### src/rtl/assert_macros.svh
// Assertion macros shared by the border entrance finder RTL.
// Included by the top level; relies on i_clk and i_rst_n in scope for BEF_ASSERT.
`ifndef ASSERT_MACROS_SVH
`define ASSERT_MACROS_SVH

// Generic clocked assertion with an explicit clock and active-low reset.
`define BEF_ASSERT_CLK(label, clk, rst_n, prop, msg) \
    label: assert property (@(posedge clk) disable iff (!rst_n) prop) else $error(msg);

// Assertion on the block clock and reset.
`define BEF_ASSERT(label, prop, msg) `BEF_ASSERT_CLK(label, i_clk, i_rst_n, prop, msg)

`endif

### src/rtl/bef_pkg.sv
// Package for the border entrance finder: field widths, job and write-port structs.
// No dependencies; imported by every module of the block.
package bef_pkg;

    localparam int POS_W  = 6;   // positions up to the largest cluster size
    localparam int LEN_W  = 7;   // run length up to the largest cluster size
    localparam int SPOS_W = 8;   // signed search positions, one beyond either end
    localparam int CLR_W  = 4;
    localparam int THR_W  = 5;
    localparam int OPOS_W = 4;

    localparam logic [THR_W-1:0] THR_RESET = 5'd12;
    localparam logic signed [SPOS_W-1:0] S_ONE = 8'sd1;

    typedef logic [CLR_W-1:0] t_clear;
    typedef logic [POS_W-1:0] t_pos;
    typedef logic [LEN_W-1:0] t_len;
    typedef logic signed [SPOS_W-1:0] t_spos;

    // One finished run handed from the front to the back.
    typedef struct packed {
        logic   bank;
        t_pos   lo;
        t_pos   hi;
        t_len   len;
        t_clear max;
        logic   split;
    } t_job;

    // Run buffer write from the front.
    typedef struct packed {
        logic   we;
        logic   bank;
        t_pos   idx;
        t_clear data;
    } t_wr;

endpackage

### src/rtl/bef_if.sv
// Channel interfaces of the border entrance finder: cell input and entrance output.
// Depends on bef_pkg for the field types.
interface bef_cell_if;
    import bef_pkg::*;
    logic   valid;
    logic   ready;
    t_clear clearance_a;
    t_clear clearance_b;
    logic   last_cell;

    modport source (output valid, clearance_a, clearance_b, last_cell, input ready);
    modport sink   (input valid, clearance_a, clearance_b, last_cell, output ready);
endinterface

interface bef_ent_if;
    import bef_pkg::*;
    logic                valid;
    logic                ready;
    logic [OPOS_W-1:0]   entrance_position;
    t_clear              entrance_clearance;
    logic                last_of_run;

    modport source (output valid, entrance_position, entrance_clearance, last_of_run,
                    input ready);
    modport sink   (input valid, entrance_position, entrance_clearance, last_of_run,
                    output ready);
endinterface

### src/rtl/bef_front.sv
// Front part: accepts cells, tracks the current run, writes the run buffer, posts jobs.
// Depends on bef_pkg.
module bef_front import bef_pkg::*; #(
    parameter int CLUSTER_SIZE = 16
) (
    input  logic             i_clk,
    input  logic             i_rst_n,
    input  logic             i_cfg_we,
    input  logic [THR_W-1:0] i_cfg_data,
    input  logic             i_valid,
    output logic             o_ready,
    input  t_clear           i_clearance_a,
    input  t_clear           i_clearance_b,
    input  logic             i_last_cell,
    input  logic             i_q_full,
    output logic             o_push,
    output t_job             o_job,
    output t_wr              o_wr
);

    localparam t_pos LAST_POS = POS_W'(CLUSTER_SIZE - 1);
    localparam t_len MAX_LEN  = LEN_W'(CLUSTER_SIZE);

    logic             r_in_run, n_in_run;
    t_len             r_len, n_len;
    t_pos             r_start, n_start;
    t_pos             r_end, n_end;
    t_clear           r_max, n_max;
    t_pos             r_scan, n_scan;
    logic             r_bank, n_bank;
    logic [THR_W-1:0] r_thr;

    logic   accept, last, end_run;
    t_clear local_clr, base_max, new_max;
    t_len   base_len, new_len;
    t_pos   pos, base_start, new_end;

    assign o_ready   = !i_q_full;
    assign accept    = i_valid && o_ready;
    assign local_clr = (i_clearance_a < i_clearance_b) ? i_clearance_a : i_clearance_b;
    assign last      = i_last_cell || (r_scan == LAST_POS);
    assign pos       = LAST_POS - r_scan;

    always_comb begin
        base_len   = r_in_run ? r_len : '0;
        base_max   = r_in_run ? r_max : '0;
        base_start = r_in_run ? r_start : pos;
        new_len    = base_len;
        new_max    = base_max;
        new_end    = r_end;
        end_run    = 1'b0;
        o_wr.we    = 1'b0;
        o_wr.bank  = r_bank;
        o_wr.idx   = base_len[POS_W-1:0];
        o_wr.data  = local_clr;

        if (local_clr != '0) begin
            if (base_len < MAX_LEN) begin
                o_wr.we = accept;
                new_len = base_len + LEN_W'(1);
            end
            new_end = pos;
            if (local_clr > base_max) begin
                new_max = local_clr;
            end
            end_run = last;
        end else begin
            end_run    = r_in_run;
            base_start = r_start;
        end

        o_push      = accept && end_run;
        o_job.bank  = r_bank;
        o_job.lo    = new_end;
        o_job.hi    = base_start;
        o_job.len   = new_len;
        o_job.max   = new_max;
        o_job.split = (new_len >= LEN_W'(r_thr));

        n_in_run = r_in_run;
        n_len    = r_len;
        n_start  = r_start;
        n_end    = r_end;
        n_max    = r_max;
        n_scan   = r_scan;
        n_bank   = r_bank;
        if (accept) begin
            n_scan = last ? '0 : r_scan + POS_W'(1);
            if (end_run) begin
                n_in_run = 1'b0;
                n_len    = '0;
                n_max    = '0;
                n_start  = base_start;
                n_end    = new_end;
                n_bank   = !r_bank;
            end else if (local_clr != '0) begin
                n_in_run = 1'b1;
                n_len    = new_len;
                n_max    = new_max;
                n_start  = base_start;
                n_end    = new_end;
            end
        end
    end

    always_ff @(posedge i_clk) begin
        if (!i_rst_n) begin
            r_in_run <= 1'b0;
            r_len    <= '0;
            r_start  <= '0;
            r_end    <= '0;
            r_max    <= '0;
            r_scan   <= '0;
            r_bank   <= 1'b0;
            r_thr    <= THR_RESET;
        end else begin
            r_in_run <= n_in_run;
            r_len    <= n_len;
            r_start  <= n_start;
            r_end    <= n_end;
            r_max    <= n_max;
            r_scan   <= n_scan;
            r_bank   <= n_bank;
            if (i_cfg_we) begin
                r_thr <= i_cfg_data;
            end
        end
    end

endmodule

### src/rtl/bef_queue.sv
// Two-entry job queue between the front and the back of the entrance finder.
// Depends on bef_pkg for the job struct.
module bef_queue import bef_pkg::*; (
    input  logic i_clk,
    input  logic i_rst_n,
    input  logic i_push,
    input  t_job i_job,
    input  logic i_pop,
    output logic o_full,
    output logic o_valid,
    output t_job o_job
);

    t_job       r_ent [2];
    logic       r_wp, r_rp;
    logic [1:0] r_cnt;

    assign o_full  = (r_cnt == 2'd2);
    assign o_valid = (r_cnt != 2'd0);
    assign o_job   = r_ent[r_rp];

    always_ff @(posedge i_clk) begin
        if (i_push) begin
            r_ent[r_wp] <= i_job;
        end
    end

    always_ff @(posedge i_clk) begin
        if (!i_rst_n) begin
            r_wp  <= 1'b0;
            r_rp  <= 1'b0;
            r_cnt <= 2'd0;
        end else begin
            if (i_push) begin
                r_wp <= !r_wp;
            end
            if (i_pop) begin
                r_rp <= !r_rp;
            end
            r_cnt <= r_cnt + 2'(i_push) - 2'(i_pop);
        end
    end

endmodule

### src/rtl/bef_back.sv
// Back part: holds the two-bank run buffer and runs the centre-outward searches.
// Depends on bef_pkg; takes jobs from bef_queue and drives the entrance channel.
module bef_back import bef_pkg::*; #(
    parameter int CLUSTER_SIZE = 16
) (
    input  logic              i_clk,
    input  logic              i_rst_n,
    input  t_wr               i_wr,
    input  logic              i_job_valid,
    input  t_job              i_job,
    output logic              o_pop,
    output logic              o_valid,
    input  logic              i_ready,
    output logic [OPOS_W-1:0] o_position,
    output t_clear            o_clearance,
    output logic              o_last
);

    localparam int PW    = $clog2(CLUSTER_SIZE);
    localparam int DEPTH = 2 ** (PW + 1);

    localparam logic [1:0] S_IDLE  = 2'd0;
    localparam logic [1:0] S_ISSUE = 2'd1;
    localparam logic [1:0] S_CHECK = 2'd2;
    localparam logic [1:0] S_EMIT  = 2'd3;

    localparam logic [1:0] PH_A    = 2'd0;
    localparam logic [1:0] PH_B    = 2'd1;
    localparam logic [1:0] PH_FULL = 2'd2;

    t_clear r_mem [DEPTH];
    t_clear r_rdata;

    logic [1:0] r_state, n_state;
    logic [1:0] r_phase, n_phase;
    t_spos      r_low, n_low, r_high, n_high, r_incr, n_incr, r_p, n_p;
    logic       r_up, n_up;
    t_pos       r_pos_a, n_pos_a, r_pos_b, n_pos_b;
    logic       r_second, n_second;
    logic       r_out_valid, n_out_valid;
    t_pos       r_out_pos, n_out_pos;
    logic       r_out_last, n_out_last;
    t_clear     r_out_clr, n_out_clr;

    t_spos span, half, centre, stop, p, idx, lo_s, hi_s, mid_s, len_s;
    t_pos  mid;
    logic  in_range, done_ev, hit;
    t_pos  hit_pos;
    logic [PW:0] raddr;

    assign lo_s  = t_spos'({2'b00, i_job.lo});
    assign hi_s  = t_spos'({2'b00, i_job.hi});
    assign len_s = t_spos'({1'b0, i_job.len});
    assign mid   = i_job.lo + ((i_job.hi - i_job.lo) >> 1);
    assign mid_s = t_spos'({2'b00, mid});

    // Centre of the current search window, truncating toward zero.
    assign span     = r_high - r_low;
    assign half     = span[SPOS_W-1] ? ((span + S_ONE) >>> 1) : (span >>> 1);
    assign centre   = r_low + half;
    assign stop     = span[0] ? (r_low - S_ONE) : (r_high + S_ONE);
    assign p        = r_up ? (centre + r_incr) : (centre - r_incr);
    assign idx      = hi_s - p;
    assign in_range = !idx[SPOS_W-1] && (idx < len_s);
    assign raddr    = {i_job.bank, idx[PW-1:0]};

    always_ff @(posedge i_clk) begin
        if (i_wr.we) begin
            r_mem[{i_wr.bank, i_wr.idx[PW-1:0]}] <= i_wr.data;
        end
        r_rdata <= r_mem[raddr];
    end

    always_comb begin
        n_state     = r_state;
        n_phase     = r_phase;
        n_low       = r_low;
        n_high      = r_high;
        n_incr      = r_incr;
        n_up        = r_up;
        n_p         = r_p;
        n_pos_a     = r_pos_a;
        n_pos_b     = r_pos_b;
        n_second    = r_second;
        n_out_valid = r_out_valid;
        n_out_pos   = r_out_pos;
        n_out_last  = r_out_last;
        n_out_clr   = r_out_clr;
        o_pop       = 1'b0;
        done_ev     = 1'b0;
        hit         = 1'b0;
        hit_pos     = r_p[POS_W-1:0];

        case (r_state)
            S_IDLE: begin
                if (i_job_valid) begin
                    n_incr  = '0;
                    n_up    = 1'b0;
                    n_low   = lo_s;
                    n_state = S_ISSUE;
                    if (i_job.split) begin
                        n_phase = PH_A;
                        n_high  = mid_s - S_ONE;
                    end else begin
                        n_phase = PH_FULL;
                        n_high  = hi_s;
                    end
                end
            end
            S_ISSUE: begin
                if (p == stop) begin
                    done_ev = 1'b1;
                end else if (in_range) begin
                    n_p     = p;
                    n_state = S_CHECK;
                end else begin
                    n_up   = !r_up;
                    n_incr = r_up ? r_incr : r_incr + S_ONE;
                end
            end
            S_CHECK: begin
                if (r_rdata == i_job.max) begin
                    done_ev = 1'b1;
                    hit     = 1'b1;
                end else begin
                    n_up    = !r_up;
                    n_incr  = r_up ? r_incr : r_incr + S_ONE;
                    n_state = S_ISSUE;
                end
            end
            S_EMIT: begin
                if (i_ready) begin
                    if (r_second) begin
                        n_out_pos  = r_pos_b;
                        n_out_last = 1'b1;
                        n_second   = 1'b0;
                    end else begin
                        n_out_valid = 1'b0;
                        o_pop       = 1'b1;
                        n_state     = S_IDLE;
                    end
                end
            end
            default: begin
                n_state = S_IDLE;
            end
        endcase

        // End of one search: pick the next search or load the result register.
        if (done_ev) begin
            n_incr  = '0;
            n_up    = 1'b0;
            n_state = S_ISSUE;
            if (r_phase == PH_A && hit) begin
                n_pos_a = hit_pos;
                n_phase = PH_B;
                n_low   = mid_s;
                n_high  = hi_s;
            end else if (r_phase == PH_B && hit) begin
                n_pos_b     = hit_pos;
                n_second    = 1'b1;
                n_out_valid = 1'b1;
                n_out_pos   = r_pos_a;
                n_out_last  = 1'b0;
                n_out_clr   = i_job.max;
                n_state     = S_EMIT;
            end else if (r_phase == PH_FULL) begin
                n_second    = 1'b0;
                n_out_valid = 1'b1;
                n_out_pos   = hit ? hit_pos : i_job.lo;
                n_out_last  = 1'b1;
                n_out_clr   = i_job.max;
                n_state     = S_EMIT;
            end else begin
                n_phase = PH_FULL;
                n_low   = lo_s;
                n_high  = hi_s;
            end
        end
    end

    always_ff @(posedge i_clk) begin
        if (!i_rst_n) begin
            r_state     <= S_IDLE;
            r_phase     <= PH_FULL;
            r_second    <= 1'b0;
            r_out_valid <= 1'b0;
        end else begin
            r_state     <= n_state;
            r_phase     <= n_phase;
            r_second    <= n_second;
            r_out_valid <= n_out_valid;
        end
    end

    always_ff @(posedge i_clk) begin
        r_low      <= n_low;
        r_high     <= n_high;
        r_incr     <= n_incr;
        r_up       <= n_up;
        r_p        <= n_p;
        r_pos_a    <= n_pos_a;
        r_pos_b    <= n_pos_b;
        r_out_pos  <= n_out_pos;
        r_out_last <= n_out_last;
        r_out_clr  <= n_out_clr;
    end

    assign o_valid     = r_out_valid;
    assign o_position  = r_out_pos[OPOS_W-1:0];
    assign o_clearance = r_out_clr;
    assign o_last      = r_out_last;

endmodule

### src/rtl/border_entrance_finder.sv
// Slowest case: a split run that falls back to one full search after a half search misses.
// Throughput: one cell per cycle into the front while the two-entry job queue has room;
// the back examines each in-range candidate with a buffer read and then a compare.
// Reset: synchronous, active low; clears run tracking, queue and sequencer; the run
// buffer needs no clearing pass since every read hits an entry written in that run.
`include "assert_macros.svh"

module border_entrance_finder import bef_pkg::*; #(
    parameter int CLUSTER_SIZE = 16
) (
    input  logic             i_clk,
    input  logic             i_rst_n,
    input  logic             i_cfg_we,
    input  logic [THR_W-1:0] i_cfg_data,
    bef_cell_if.sink         i_cell,
    bef_ent_if.source        o_ent
);

    // The front walks the border one cell per transfer. Each cell's clearance is
    // the smaller of its two sides; consecutive clear cells build a run whose
    // clearances go into one bank of the run buffer. When the run ends, the front
    // posts a job (bounds, length, maximum, bank, split decision) into the queue
    // and switches to the other bank for the next run.

    logic q_push, q_pop, q_full, q_valid;
    t_job push_job, head_job;
    t_wr  wr;

    bef_front #(
        .CLUSTER_SIZE(CLUSTER_SIZE)
    ) u_front (
        .i_clk         (i_clk),
        .i_rst_n       (i_rst_n),
        .i_cfg_we      (i_cfg_we),
        .i_cfg_data    (i_cfg_data),
        .i_valid       (i_cell.valid),
        .o_ready       (i_cell.ready),
        .i_clearance_a (i_cell.clearance_a),
        .i_clearance_b (i_cell.clearance_b),
        .i_last_cell   (i_cell.last_cell),
        .i_q_full      (q_full),
        .o_push        (q_push),
        .o_job         (push_job),
        .o_wr          (wr)
    );

    // Two jobs at most can wait, which matches the two buffer banks: the front
    // stalls while the queue is full, so it never writes the bank being searched.
    bef_queue u_queue (
        .i_clk   (i_clk),
        .i_rst_n (i_rst_n),
        .i_push  (q_push),
        .i_job   (push_job),
        .i_pop   (q_pop),
        .o_full  (q_full),
        .o_valid (q_valid),
        .o_job   (head_job)
    );

    // The back runs the centre-outward searches over the head job's bank and
    // emits one or two entrances through its output register. The job leaves
    // the queue when the last entrance of the run is transferred.
    bef_back #(
        .CLUSTER_SIZE(CLUSTER_SIZE)
    ) u_back (
        .i_clk       (i_clk),
        .i_rst_n     (i_rst_n),
        .i_wr        (wr),
        .i_job_valid (q_valid),
        .i_job       (head_job),
        .o_pop       (q_pop),
        .o_valid     (o_ent.valid),
        .i_ready     (o_ent.ready),
        .o_position  (o_ent.entrance_position),
        .o_clearance (o_ent.entrance_clearance),
        .o_last      (o_ent.last_of_run)
    );

    // A job is only posted when the queue has room.
    `BEF_ASSERT(a_no_overflow, q_push |-> !q_full, "job pushed into a full queue")
    // A job is only retired when one is present.
    `BEF_ASSERT(a_no_underflow, q_pop |-> q_valid, "job popped from an empty queue")
    // The front never writes the bank that the back is searching.
    `BEF_ASSERT(a_bank_split, (wr.we && q_valid) |-> (wr.bank != head_job.bank),
        "run buffer write hit the bank under search")
    // The first of two entrances is followed directly by the second.
    `BEF_ASSERT(a_pair_follows,
        (o_ent.valid && o_ent.ready && !o_ent.last_of_run) |=>
        (o_ent.valid && o_ent.last_of_run),
        "second entrance of a split run did not follow")

endmodule

### src/flat_wrapper.sv
// flat-port wrapper written by rule: the top's interface ports become plain ports
module border_entrance_finder_flat import bef_pkg::*;
#(
    parameter int CLUSTER_SIZE = 16
)
  (i_clk, i_rst_n, i_cfg_we, i_cfg_data, i_cell_valid, i_cell_clearance_a, i_cell_clearance_b, i_cell_last_cell, i_cell_ready, o_ent_valid, o_ent_entrance_position, o_ent_entrance_clearance, o_ent_last_of_run, o_ent_ready);
  bef_cell_if i_cell_i ();
  bef_ent_if o_ent_i ();
  input  logic i_clk;
  input  logic i_rst_n;
  input  logic i_cfg_we;
  input  logic [THR_W-1:0] i_cfg_data;
  input wire logic [$bits(i_cell_i.valid)-1:0] i_cell_valid;
  input wire logic [$bits(i_cell_i.clearance_a)-1:0] i_cell_clearance_a;
  input wire logic [$bits(i_cell_i.clearance_b)-1:0] i_cell_clearance_b;
  input wire logic [$bits(i_cell_i.last_cell)-1:0] i_cell_last_cell;
  output wire logic [$bits(i_cell_i.ready)-1:0] i_cell_ready;
  output wire logic [$bits(o_ent_i.valid)-1:0] o_ent_valid;
  output wire logic [$bits(o_ent_i.entrance_position)-1:0] o_ent_entrance_position;
  output wire logic [$bits(o_ent_i.entrance_clearance)-1:0] o_ent_entrance_clearance;
  output wire logic [$bits(o_ent_i.last_of_run)-1:0] o_ent_last_of_run;
  input wire logic [$bits(o_ent_i.ready)-1:0] o_ent_ready;
  assign i_cell_i.valid = i_cell_valid;
  assign i_cell_i.clearance_a = i_cell_clearance_a;
  assign i_cell_i.clearance_b = i_cell_clearance_b;
  assign i_cell_i.last_cell = i_cell_last_cell;
  assign i_cell_ready = i_cell_i.ready;
  assign o_ent_valid = o_ent_i.valid;
  assign o_ent_entrance_position = o_ent_i.entrance_position;
  assign o_ent_entrance_clearance = o_ent_i.entrance_clearance;
  assign o_ent_last_of_run = o_ent_i.last_of_run;
  assign o_ent_i.ready = o_ent_ready;
  border_entrance_finder #(.CLUSTER_SIZE(CLUSTER_SIZE)) u_core (.i_clk(i_clk), .i_rst_n(i_rst_n), .i_cfg_we(i_cfg_we), .i_cfg_data(i_cfg_data), .i_cell(i_cell_i), .o_ent(o_ent_i));
endmodule
### config.mk
export PLATFORM = sky130hd
export DESIGN_NAME = border_entrance_finder_flat
export DESIGN_NICKNAME = d
export VERILOG_FILES = /design/src/rtl/bef_pkg.sv /design/src/rtl/bef_if.sv /design/src/rtl/bef_front.sv /design/src/rtl/bef_queue.sv /design/src/rtl/bef_back.sv /design/src/rtl/border_entrance_finder.sv /design/src/flat_wrapper.sv
export VERILOG_INCLUDE_DIRS = /design/src /design/src/rtl
export SDC_FILE = /design/constraint.sdc
export NUM_CORES = 1
export LEC_CHECK = 0
export BUFFER_PORTS_ARGS = -buffer_cell sky130_fd_sc_hd__buf_2
export CORE_ASPECT_RATIO = 0.9
export CORE_MARGIN = 2
export CORE_UTILIZATION = 57
export CTS_CLUSTER_DIAMETER = 60
export CTS_CLUSTER_SIZE = 40
export DETAILED_ROUTE_END_ITERATION = 6
export PLACE_DENSITY_LB_ADDON = 0.12
export SETUP_SLACK_MARGIN = 0.3
export SLEW_MARGIN = 0
export SYNTH_ARGS = -nofsm -noshare
export SYNTH_HDL_FRONTEND = slang
export SYNTH_SLANG_ARGS = --single-unit
### constraint.sdc
create_clock -name i_clk -period 6.1 [get_ports i_clk]
set_input_delay 0.305 -clock i_clk [delete_from_list [all_inputs] [get_ports i_clk]]
set_output_delay 0.305 -clock i_clk [all_outputs]
set_load 0.05 [all_outputs]
Word level (Yosys, flattened, before mapping)
Memories as Yosys holds them, arrays and structs flattened. A register that Yosys moved wholly into a read port is not among the register bits.
Cells that the tools add are included.
- $add $sub $neg: 17
- multipliers: 0
- div/mod/pow operators: 0
- order comparisons: 5
- equality and inequality tests: 19
- shift-type cells: 0
- muxes and demuxes: 112
- bitwise operators: 2
- reductions and logical operators: 27
- operators by type and width (operator ; number):
    $mux 8 ; 21
    $mux 6 ; 16
    $mux 1 ; 41
    $mux 7 ; 5
    $mux 2 ; 17
    $mux 4 ; 8
    $add 8x2->8 const B ; 3
    $pmux 8 s3 ; 1
    $add 8x8->8 ; 2
    $sub 8x8->8 ; 2
    $ne 3x3->1 const B ; 5
    $reduce_and 3->1 ; 3
    $eq 2x2->1 const B ; 4
    $eq 8x8->1 ; 1
    $lt 8x8->1 ; 1
    $pmux 2 s4 ; 1
    $sub 7x8->8 ; 1
    $sub 8x2->8 const B ; 1
    $add 7x1->7 const B ; 1
    $ge 7x5->1 ; 1
    $lt 7x5->1 const B ; 1
    $sub 6x1->7 const B ; 1
    $add 6x1->6 const B ; 1
    $add 6x5->6 ; 1
    25 further kinds ; 43
- flip-flop bits (word level): 100
- latch bits: 0
- memory bits (writable): 178
- ROM bits: 0
- bits of input ports: 19
- output and inout bits: 11
- memories: 2
- memory list (memory ; depth ; bits a word ; rd ports ; clocked after Yosys merged registers in ; write ports ; line ; text):
    u_core.u_back.r_mem ; 32 ; 4 ; 1 ; 1 ; 1 ; bef_back.sv:31 ; t_clear r_mem [DEPTH];
    u_core.u_queue.r_ent ; 2 ; 25 ; 1 ; 1 ; 1 ; bef_queue.sv:14 ; t_job r_ent [2];

Logic depth before layout (Yosys ltp)
- depth after elaboration: 13
- gate-level depth with buffers: 30
- depth with buffers taken out: 29

Hierarchy
From an unflattened synthesis, not the netlist that was laid out.
- cell total of the unflattened synthesis: 1215
- area, all modules: 14491.4 µm²
- modules (own cells, without submodules) (module ; instances ; cells an instance ; area an instance (µm²)):
    bef_back ; 1 ; 840 ; 10129.7
    bef_front ; 1 ; 276 ; 2224.6
    bef_queue ; 1 ; 99 ; 2137.0

Least setup slack after synthesis
Ideal clock, no wire load.
- path type: register to register
- start point: register u_core.u_back.r_high[0]
- end point: register u_core.u_back.r_incr[7]
- library setup time: 62 ps
- arrival: 6047 ps
- data required time: 6038 ps
- path slack: -9 ps
- stages on the path, launching flop included: 25
- cell sequence: dfxtp_1 > inv_1 > ha_1 > fa_1 > inv_1 > ha_1 > nor2_1 > a21oi_1 > ha_1 > fa_1 > fa_1 > xor2_1 > inv_1 > ha_1 > xnor2_1 > ha_1 > o21ai_0 > a21oi_1 > or3_1 > a21oi_1 > a31oi_1 > a21boi_2 > buf_2 > a211o_1 > nand3_1
- word-level cells in the longest chain between the ends: 11
- elaborated cells between the ends (all ways): 19
- those cells by class: add/sub: 7; order compare: 1; eq/ne: 3; mux: 5; reduce/logical: 3
- RTL lines (item ; line ; text):
    start, declared ; bef_back.sv:36 ; t_spos r_low, n_low, r_high, n_high, r_incr, n_incr, r_p, n_p;
    start signal, assigned ; bef_back.sv:198 ; r_high <= n_high;
    $sub 8x8->8 * ; bef_back.sv:58 ; assign span = r_high - r_low;
    $add 8x2->8 ; bef_back.sv:59 ; assign half = span[SPOS_W-1] ? ((span + S_ONE) >>> 1) : (span >>> 1);
    $mux 8 * ; bef_back.sv:59 ;
    $add 8x8->8 * ; bef_back.sv:60 ; assign centre = r_low + half;
    $sub 8x8->8 / $add 8x8->8 (equally long branches) ; bef_back.sv:62 ; assign p = r_up ? (centre + r_incr) : (centre - r_incr);
    $mux 8 * ; bef_back.sv:62 ;
    via u_core.u_back.p[2] ; bef_back.sv:45 ; t_spos span, half, centre, stop, p, idx, lo_s, hi_s, mid_s, len_s;
    $sub 7x8->8 ; bef_back.sv:63 ; assign idx = hi_s - p;
    $lt 8x8->1 / $logic_not 1->1 (equally long branches) ; bef_back.sv:64 ; assign in_range = !idx[SPOS_W-1] && (idx < len_s);
    $logic_and 1x1->1 ; bef_back.sv:64 ;
    $ne 2x2->1 (no line) ; - ;
    $reduce_and 5->1 (no line) ; - ;
    end signal, assigned ; bef_back.sv:199 ; r_incr <= n_incr;
    end, declared ; bef_back.sv:36 ;
The timed path passes the listed nets; every way through them passes the cells marked *.
A chain may end at the register's enable or synchronous reset.

Worst setup path in the final report
- start point: register u_core.u_back.r_low[1]
- end point: register u_core.u_back.r_incr[4]
- word-level cells in the longest chain between the ends: 11
- elaborated cells between the ends (all ways): 19
- those cells by class: add/sub: 7; order compare: 1; eq/ne: 3; mux: 5; reduce/logical: 3
- RTL lines (item ; line ; text):
    start, declared ; bef_back.sv:36 ;
    start signal, assigned ; bef_back.sv:197 ; r_low <= n_low;
    $sub 8x8->8 ; bef_back.sv:58 ;
    $add 8x2->8 ; bef_back.sv:59 ;
    $mux 8 ; bef_back.sv:59 ;
    $add 8x8->8 * ; bef_back.sv:60 ;
    $sub 8x8->8 / $add 8x8->8 (equally long branches) ; bef_back.sv:62 ;
    $mux 8 * ; bef_back.sv:62 ;
    via u_core.u_back.p[3] ; bef_back.sv:45 ;
    $sub 7x8->8 ; bef_back.sv:63 ;
    $lt 8x8->1 / $logic_not 1->1 (equally long branches) ; bef_back.sv:64 ;
    $logic_and 1x1->1 ; bef_back.sv:64 ;
    $ne 2x2->1 (no line) ; - ;
    $reduce_and 5->1 (no line) ; - ;
Marked as above.

==> metrics <==
status=finished clean; synth cell count leaders=194 x edfxtp_1, 124 x nor2_1, 81 x dfxtp_1, 76 x ha_1, 73 x inv_1; DRT iter0 DRCs=approximately 800; initial antenna violation count=0; top_reg_cell synth=edfxtp_1; vias in the first global route=a little under 9k; die width=roughly 170 um; FF-to-FF Start=u_core.u_back.r_low[1]; Initial DRT Pass Iterations=5; hold path cells=2; maximum number of pins on one net before global-route repair=36; FP Rows=54; Synth async-reset ratio=0; Startpoint Class=flip-flop; synthesized instance count=between 1k and 1.5k; critical path's largest stage delay=~630 ps; sequential area share after synthesis=0.530; via-per-instance ratio=5.94; Post-synth EDFFs=just under 200; CP max FO=7; Synth top area share=0.415; hold_sp=i_cfg_we; via count=approximately 9k; Worst R2R Path Depth=30; worst hold path class=in -> reg; period utilization=0.954; CTS root buf=clkbuf_16; Worst EP arrival=6290 ps; GRT Overall Usage=0.238; Sink Count=roughly 280; Synth Register Bits=~280; Initial Util=0.579; area delta synth->final=15.5%; kind of critical path=reg -> reg; DR WL/cell=roughly 20 um; RSZ-0062 raised after global routing=yes; Worst-Skew Late Latency=540 ps; Worst Skew=approximately 25 ps; H-tree depth=1; Longest Clk Path Bufs=3; cell area after placement=about 15000 um^2; die footprint=~26000 um^2; Post-DP HPWL=approximately 22 mm; final wirelength=roughly 31 mm; CTS tree=built; die span in y=153 um; fin nets=between 1k and 1.5k; Required @ worst endpoint=roughly 6600 ps; post-synth top area cell=edfxtp_1; FMAX=between 150 and 200 MHz; io pins=30; Slew HR=0.315; Port Buffer Count=29; Crit-path slowest cell=fa_2; Num CTS Buffers=20; GPL Wtd Cong=about 0.85; post-route setup slack=282 ps; Antenna Cells=0; Worst Tran Pin Value=about 1000 ps; flop2flop setup slack=280 ps; DP Worst Slack=-7.02 ps; final-report setup violation count=0; final slew viol count=0; Min-Delay Endpoint=u_core.u_front.r_thr[3]; share of layout cells above drive strength 1=0.220; Final Hold Viols=0; syn avg cell area=12.1 um^2; RR Endpoint=u_core.u_back.r_incr[4]; flip-flop and latch area=roughly 7500 um^2; post-synth cell types=78; Netlist Area Pre-Place=14000 um^2; first-pass GRT wire length=48.5 mm; max-cap violation count=0; crit path capture type=flip-flop; ranking of synthesized cells by area=edfxtp_1 41%, dfxtp_1 12%, ha_1 6.8%; multi-input combinational cell area=6630 um^2; Antenna Nets Post-Route=0; Core ar.=roughly 24000 um^2; GRT overflow=0; Finished Cell Area=16200 um^2; fillers=around 1.7k; syn_nets=between 1k and 1.5k; Reg clk slew, reported paths=100 ps; DRC Markers=0; fin crit period=about 5800 ps; most frequent cell after synthesis=edfxtp_1; synth warn=0
-- flip-flops by register name, indices dropped and copies added, names as in the netlist, 5 cells and up, named ones only --
register	count
u_core.u_back.r_high	8
u_core.u_front.r_start	6
u_core.u_front.r_thr	5
u_core.u_front.r_end	6
u_core.u_back.r_low	8
u_core.u_back.r_incr	8
u_core.u_front.r_len	7
u_core.u_front.r_scan	6
u_core.u_back.r_mem	128
u_core.u_queue.r_ent	50
-- metal layers --
metal | vias up | global-route usage | share of wire
met5 | - | 0 | 0
met4 | 0 | 0.0525 | 0.022
met3 | 45 | 0.0363 | 0.055
met2 | 246 | 0.353 | 0.44
met1 | 4552 | 0.372 | 0.48
li1 | 4435 | - | -
-- kinds of logic after synthesis --
logic type | after synthesis | share of synthesized area
XOR/XNOR | 88 | 0.0575
multiplexers | 97 | 0.107
adder cells (fa/ha/maj) | 82 | 0.0762
flip-flops | 275 | 0.530
AO/OA/AOI/OAI | 191 | 0.0933
AND/OR/NAND/NOR | 307 | 0.104
buffers and inverters | 117 | 0.0320
-- final cells by class --
type	count	share of cell area
Tap cell	308	0.0238
Clock buffer	21	0.0311
Inverter	75	0.0174
Timing Repair Buffer	101	0.0440
Clock inverter	15	0.0159
Multi-Input combinational cell	766	0.408
Sequential cell	275	0.459
-- cells in the final DEF, fill, tap and decap left out, types with 20 or more instances in the layout --
master / n
nand3_1: 38
clkbuf_16: 20
mux4_2: 40
edfxtp_1: 194
inv_1: 71
dfxtp_1: 76
buf_2: 29
xor2_1: 25
buf_4: 65
o21ai_0: 21
nor2_1: 118
a21oi_1: 50
xnor2_1: 52
ha_1: 62
mux2_2: 20
nand2_1: 47
mux2i_1: 36
-- what timing repair did --
item / 4_1_cts / 5_1_grt
hold buffers: 5 / 0
buffers inserted: 12 / 14
endpoints found under the setup margin: 27 / 44
hold endpoints to repair: 5 / 0
pin swaps: 10 / 37
resized for setup: 21 / 52
gates cloned: 1 / 0
-- how the worst max path moves through the flow --
| stage | startpoint | to | slack (ps) | depth (start not counted) |
|---|---|---|---|---|
| 6_report | u_core.u_back.r_low[1] | u_core.u_back.r_incr[4] | 280 | 30 |
| 5_1_grt | u_core.u_back.r_low[1] | u_core.u_back.r_incr[1] | 80 | 28 |
| 2_1_floorplan | u_core.u_back.r_low[4] | u_core.u_back.r_incr[7] | 320 | 29 |
| 4_1_cts | u_core.u_back.r_high[0] | u_core.u_back.r_incr[1] | 270 | 27 |
| 3_5_place_dp | u_core.u_back.r_low[3] | u_core.u_back.r_incr[1] | -7 | 29 |
| 3_3_place_gp | u_core.u_back.r_low[3] | u_core.u_back.r_incr[1] | 60 | 29 |
-- worst max-delay path: cells and delay by family (launching register included) --
kind | cells | cell delay [ps]
xor+xnor | 4 | 580
fa+ha+maj | 5 | 1680
compound gates | 11 | 2030
buf+inv | 4 | 400
flops | 1 | 350
simple gates | 6 | 740
-- per-stage QoR --
stage          hold WS [ps]  setup TNS, ps  utilization  std cells
3_5_place_dp            452          -7.91        0.609       1493
5_1_grt                 112              0        0.669       1561
3_3_place_gp            446              0        0.609       1493
2_1_floorplan           424              0            -       1157
6_report                101              0        0.669       1561
4_1_cts                80.7              0        0.651       1547
Power is left out: the tool's default activity adds up to more than one toggle a clock period on the data nets, which glitch-free logic cannot reach.
